===== src/design/lts_pkg.sv =====
// Shared types and constants for the LIS tail search block.
// Holds the result field widths and the controller/datapath command and status bundles.
// No dependencies.
package lts_pkg;

  // Result field widths, fixed by the output format
  localparam int SLOT_W = 9;
  localparam int RUN_W  = 10;

  // Commands from controller to datapath
  typedef struct packed {
    logic load;    // capture an accepted input beat
    logic decide;  // classify the element against the first and last tail
    logic search;  // run one lower-bound step
    logic commit;  // write the tail, update length, load the result register
  } lts_cmd_t;

  // Status from datapath to controller
  typedef struct packed {
    logic need_search;  // element in tail range (ends included), length > 1
    logic found;        // lower-bound search has converged
    logic out_free;     // result register can take a new beat
  } lts_stat_t;

endpackage


===== src/design/lts_ctrl.sv =====
// Controller state machine for the LIS tail search block.
// Depends on lts_pkg for the command and status bundles.
module lts_ctrl
  import lts_pkg::*;
(
  input  logic      clk,
  input  logic      rst_n,
  input  logic      in_valid,
  output logic      in_stall,
  input  lts_stat_t stat,
  output lts_cmd_t  cmd
);

  localparam logic [1:0] ST_IDLE   = 2'd0;
  localparam logic [1:0] ST_DECIDE = 2'd1;
  localparam logic [1:0] ST_SEARCH = 2'd2;
  localparam logic [1:0] ST_COMMIT = 2'd3;

  logic [1:0] state_r;
  logic [1:0] state_nxt;

  // Sequence one element: accept, classify, search when needed, commit once the result register is free
  always_comb begin
    state_nxt  = state_r;
    cmd        = '0;
    in_stall   = 1'b1;
    case (state_r)
      ST_IDLE: begin
        in_stall = 1'b0;
        if (in_valid) begin
          cmd.load  = 1'b1;
          state_nxt = ST_DECIDE;
        end
      end
      ST_DECIDE: begin
        cmd.decide = 1'b1;
        state_nxt  = stat.need_search ? ST_SEARCH : ST_COMMIT;
      end
      ST_SEARCH: begin
        cmd.search = 1'b1;
        if (stat.found) begin
          state_nxt = ST_COMMIT;
        end
      end
      ST_COMMIT: begin
        if (stat.out_free) begin
          cmd.commit = 1'b1;
          state_nxt  = ST_IDLE;
        end
      end
      default: begin
        state_nxt = ST_IDLE;
      end
    endcase
  end

  always_ff @(posedge clk) begin
    if (!rst_n) begin
      state_r <= ST_IDLE;
    end else begin
      state_r <= state_nxt;
    end
  end

endmodule


===== config.mk =====
export PLATFORM = sky130hd
export DESIGN_NAME = lts_ctrl
export DESIGN_NICKNAME = d
export VERILOG_FILES = /design/src/design/lts_pkg.sv /design/src/design/lts_ctrl.sv
export SDC_FILE = /design/constraint.sdc
export NUM_CORES = 1
export LEC_CHECK = 0
export BUFFER_PORTS_ARGS = -buffer_cell sky130_fd_sc_hd__buf_2
export CAP_MARGIN = 20
export CORE_AREA = 2 2 39 41
export CTS_BUF_LIST = sky130_fd_sc_hd__clkbuf_2 sky130_fd_sc_hd__clkbuf_4 sky130_fd_sc_hd__clkbuf_8
export CTS_CLUSTER_SIZE = 24
export DETAILED_ROUTE_END_ITERATION = 10
export DIE_AREA = 0 0 41 43
export GPL_ROUTABILITY_DRIVEN = 0
export GPL_TIMING_DRIVEN = 0
export PLACE_DENSITY_LB_ADDON = 0.2
export SLEW_MARGIN = 10
export SYNTH_ARGS = -nofsm -noshare
export SYNTH_HDL_FRONTEND = slang
export SYNTH_SLANG_ARGS = --single-unit
export TNS_END_PERCENT = 30

===== constraint.sdc =====
create_clock -name clk -period 1.1 [get_ports clk]
set_input_delay 0.22 -clock clk [delete_from_list [all_inputs] [get_ports clk]]
set_output_delay 0.22 -clock clk [all_outputs]
set_load 0.03 [all_outputs]

After elaboration in Yosys (flattened, before gate mapping)
Index checks and enable logic that the tools add are counted.
Widths: inputs -> output; s select.
{ "op_classes": {"reduce_logical": 2, "n_eq_ne": 6, "muxes": 12} }
{ "op_table": {"columns": ["op", "n"], "rows": [
  ["$mux 1", 8],
  ["$pmux 2 s4", 1],
  ["$mux 2", 3],
  ["$ne 2x2->1 const B", 3],
  ["$eq 2x2->1 const B", 2],
  ["$reduce_and 3->1", 1],
  ["$eq 2x1->1 const B", 1],
  ["$logic_not 2->1", 1]
]} }
{ "word_totals": {"elab_cells": 21, "reg_bits": 2, "input_bits": 6, "out_inout_bits": 5} }

Longest topological paths before layout
{ "logic_depth": {"depth_word": 3, "depth_mapped": 5, "ltp_nobuf": 5} }

Worst setup path before layout
No wires, ideal clock.
{ "synth_path": {"path_kind": "reg-to-reg", "startpoint": "register state_r[0]", "endpoint": "register state_r[0]", "setup_ps": 86, "arrival_ps": 1290, "slack_ps": -276, "synth_period_minus_slack_ps": 1376, "path_stages_with_launch": 6, "required_ps": 1014, "n_path_buf": 0, "path_cell_list": "dfxtp_1 -> inv_1 -> ha_1 -> nor2b_1 -> nor3_1 -> a221oi_2"} }
{ "synth_between": {"elab_chain_len": 3, "elab_cells_between_ends": 9, "cone_classes": "6 x eq/ne; 1 x mux; 2 x reduce/logical"} }
{ "synth_lines": {"columns": ["element", "line_no", "rtl"], "rows": [
  ["start: declaration", "lts_ctrl.sv:19", "logic [1:0] state_r;"],
  ["start signal: assignment", "lts_ctrl.sv:61", "state_r <= state_nxt;"],
  ["$eq 2x2->1 / $logic_not 2->1 (equally long branches)", "lts_ctrl.sv:27", "case (state_r)"],
  ["$ne 2x2->1 (no source line)", null, null],
  ["$reduce_and 3->1 (no source line)", null, null]
]} }
Parallel ways exist; a longest one is shown, timed or not.
A chain may end at the register's enable or synchronous reset.

==> impl_metrics.py <==
metrics = {
    "power": {
        "ir_drop_mv": 0.937,
        "combPwrFrac_pct": 70.6,
        "pwr-share-seq_pct": 14.1,
        "power.switching_w": 0.000587,
        "pwr-share-clk_pct": 15.3,
        "swShare_pct": 43.3,
        "powerDensity_mw_per_mm2": 2990,
        "internal_power_w": 0.000769,
        "p_leak_nw": 0.199,
    },
    "route": {
        "routed_wl_um": 574,
        "antenna_left": 0,
        "via_per_inst": 4.18,
        "wl_per_cell_um": 9.57,
        "drtIter0Drc": 0,
        "first_pass_iters": 1,
        "drcViolationCount": 0,
        "via_count": 251,
    },
    "worst_setup_path": {
        "critPathMaxStageDelay_ns": 0.37,
        "path_class": "reg -> out",
        "path_cells": "inv_4, ha_4, and2_4, buf_6",
        "cp-start-kind": "register",
        "slowest_stage": "dfxtp_4",
        "arrival_ns": 1.06,
        "ff2ff_setup_slack_ns": -0.15,
        "crit_fanout": 4,
        "setup.worst_path.end_class": "output pin",
        "worstPathRequired_ns": 0.88,
    },
    "timing": {
        "slew_viol_final": 0,
        "layout_setup_ws_ns": -0.185,
        "finalCritPeriodShare_pct": 117,
        "fmax_mhz": 778,
        "final-hold-violation-count": 0,
        "finalSetupViolCount": 7,
        "relSlewSlack_pct": 85.7,
        "rsz0062_at_grt": "yes",
        "clock-skew-final_ns": 0.0106,
        "hold_ws_ns": 0.253,
        "tightestPinTransition_ns": 0.213,
        "finalCriticalPeriod_ns": 1.28,
    },
    "cells_and_area": {
        "fillers": 154,
        "seqCellArea_sq_um": 47.5,
        "fin_area_sq_um": 453,
        "area_growth_pct": 95.7,
        "multi_input_area_sq_um": 221,
        "nets": 56,
        "diodes": 0,
        "top_regs": "state_r: 2 flops",
        "drive_above_1_share_pct": 70.5,
        "top_register": "state_r",
        "largest_reg_flops": 2,
    },
    "floorplan": {
        "fp.dieH_um": 43,
        "start_util_pct": 16.7,
        "row_count": 14,
        "die_area_sq_mm": 0.00176,
        "die_w_um": 41,
        "core_sq_mm": 0.00138,
        "ios": 11,
    },
    "clock_tree": {
        "cts_root_buffer": "clkbuf_4",
        "clk_pin_slew_worst_paths_ns": 0.04,
        "numClockSinks": 2,
        "cts_tree": "yes",
        "h-tree-depth": 1,
        "hold_buffers": 0,
        "clockBufferDepth": 2,
        "clkLatencyLatePin_ns": 0.23,
        "cts_inserted_buffers": 3,
    },
    "yosys": {
        "synth_area_leader_cell": "ha_1",
        "syn-instance-count": 27,
        "synth.area.top_cells": "ha_1, dfxtp_1, inv_1, a221oi_2, or2b_1",
        "synth_top_area_share_pct": 27.0,
        "syn-num-nets": 38,
        "synth_seq_cells": 2,
        "yosysWarnings": 0,
        "synth.avg_cell_area_sq_um": 8.57,
        "yosysUniqueCellTypes": 15,
        "synth_area_sq_um": 231,
        "synth_seq_area_share_pct": 17.3,
    },
    "flow_run": {
        "cap_violations": 0,
    },
    "min_path": {
        "hp-class": "in -> reg",
    },
    "place": {
        "port_buffers": 10,
        "placed_cell_area_sq_um": 327,
        "dp_hpwl_um": 411,
        "post-place-ws_ns": -0.131,
    },
    "status": {
        "violations": "negative setup slack",
        "status": "complete, but fails checks",
    },
    "global_route": {
        "grt_overflow_total": 0,
        "antenna_found_initial": 0,
        "track_usage_pct": 9.01,
        "grt_pass1_wl_mm": 1.01,
        "grt_max_degree": 6,
        "grt_pass1_vias": 252,
    },
}
==> layout make-up <==
class	count	area share (%)
multi-input cells	20	48.9
repair buffers	13	23.8
flip-flops and latches	2	10.5
inverters	5	5.80
well taps	16	4.42
clock buffers	4	6.63
==> power by group through the flow <==
stage / registers, W / clock network [W] / logic (W)
floorplan: 0.000173 / 0 / 0.000519
global placement: 0.000185 / 0 / 0.000619
detailed placement: 0.000184 / 0 / 0.000628
CTS: 0.000187 / 0.000221 / 0.000884
global route: 0.000198 / 0.000226 / 0.00105
finish: 0.000191 / 0.000208 / 0.000957
==> cells by family after synthesis <==
family | Yosys count | synth area share, %
compound gates | 5 | 18.9
buf+inv | 5 | 8.11
fa+ha+maj | 5 | 27.0
simple gates | 10 | 28.6
flops | 2 | 17.3
==> Yosys cell counts, drive strengths merged <==
cell,n
ha,5
nor2b,3
or2b,2
nor3,1
o31ai,1
a21oi,1
nand2b,1
nand4,1
a221oi,1
and2,2
dfxtp,2
o2111ai,1
inv,5
a211oi,1
==> worst max-delay path, delay by kind of cell (launching register included) <==
family	cells	cell delay, ns
DFF	1	0.37
adders and majority gates	1	0.15
buffers and inverters	2	0.18
and+or+nand+nor	1	0.13
==> placed cells by master (no fill, tap or decap), drive strengths merged <==
cell / netlist / final
and2: 2 / 2
nor3: 1 / 1
inv: 5 / 5
ha: 5 / 5
nand2b: 1 / 1
nor2b: 3 / 3
a221oi: 1 / 1
or2b: 2 / 2
a21oi: 1 / 1
a211oi: 1 / 1
nand4: 1 / 1
dfxtp: 2 / 2
o31ai: 1 / 1
clkbuf: 0 / 4
buf: 0 / 13
o2111ai: 1 / 1
==> metal layers <==
layer	vias up	GRT usage, %	part of all wire (%)
met5	-	0	0
met4	0	8.00	0
met3	0	3.14	7.5
met2	7	13.8	54
met1	117	8.92	38
li1	127	-	-
==> worst paths after layout <==
| check | endpoint | from | depth (start not counted) |
|---|---|---|---|
| worst max-delay path | cmd[3] | state_r[1]$_SDFFE_PN0P_ | 4 |
| worst min-delay path | state_r[1]$_SDFFE_PN0P_ | rst_n | 3 |
| worst max register to register | state_r[0]$_SDFFE_PN0P_ | state_r[1]$_SDFFE_PN0P_ | 5 |
| worst min register to register | state_r[0]$_SDFFE_PN0P_ | state_r[0]$_SDFFE_PN0P_ | 2 |
==> per-stage QoR <==
stage               total power [W]  instances  utilization, %  setup TNS, ns
finish                      0.00136         60            32.7         -0.880
CTS                         0.00129         60            31.3          -1.01
detailed placement         0.000813         53            23.6         -0.270
floorplan                  0.000692         27               -        -0.0941
global placement           0.000803         53            23.6         -0.250
global route                0.00147         60            32.7          -1.20
==> timing repair <==
action | CTS | global route
setup buffers | 3 | 0
resized for setup | 16 | 4
hold endpoints to repair | 0 | 0
gates cloned | 0 | 0
pin swaps | 2 | 5
setup endpoints to repair | 7 | 7
(Power assumes the default switching activity.)
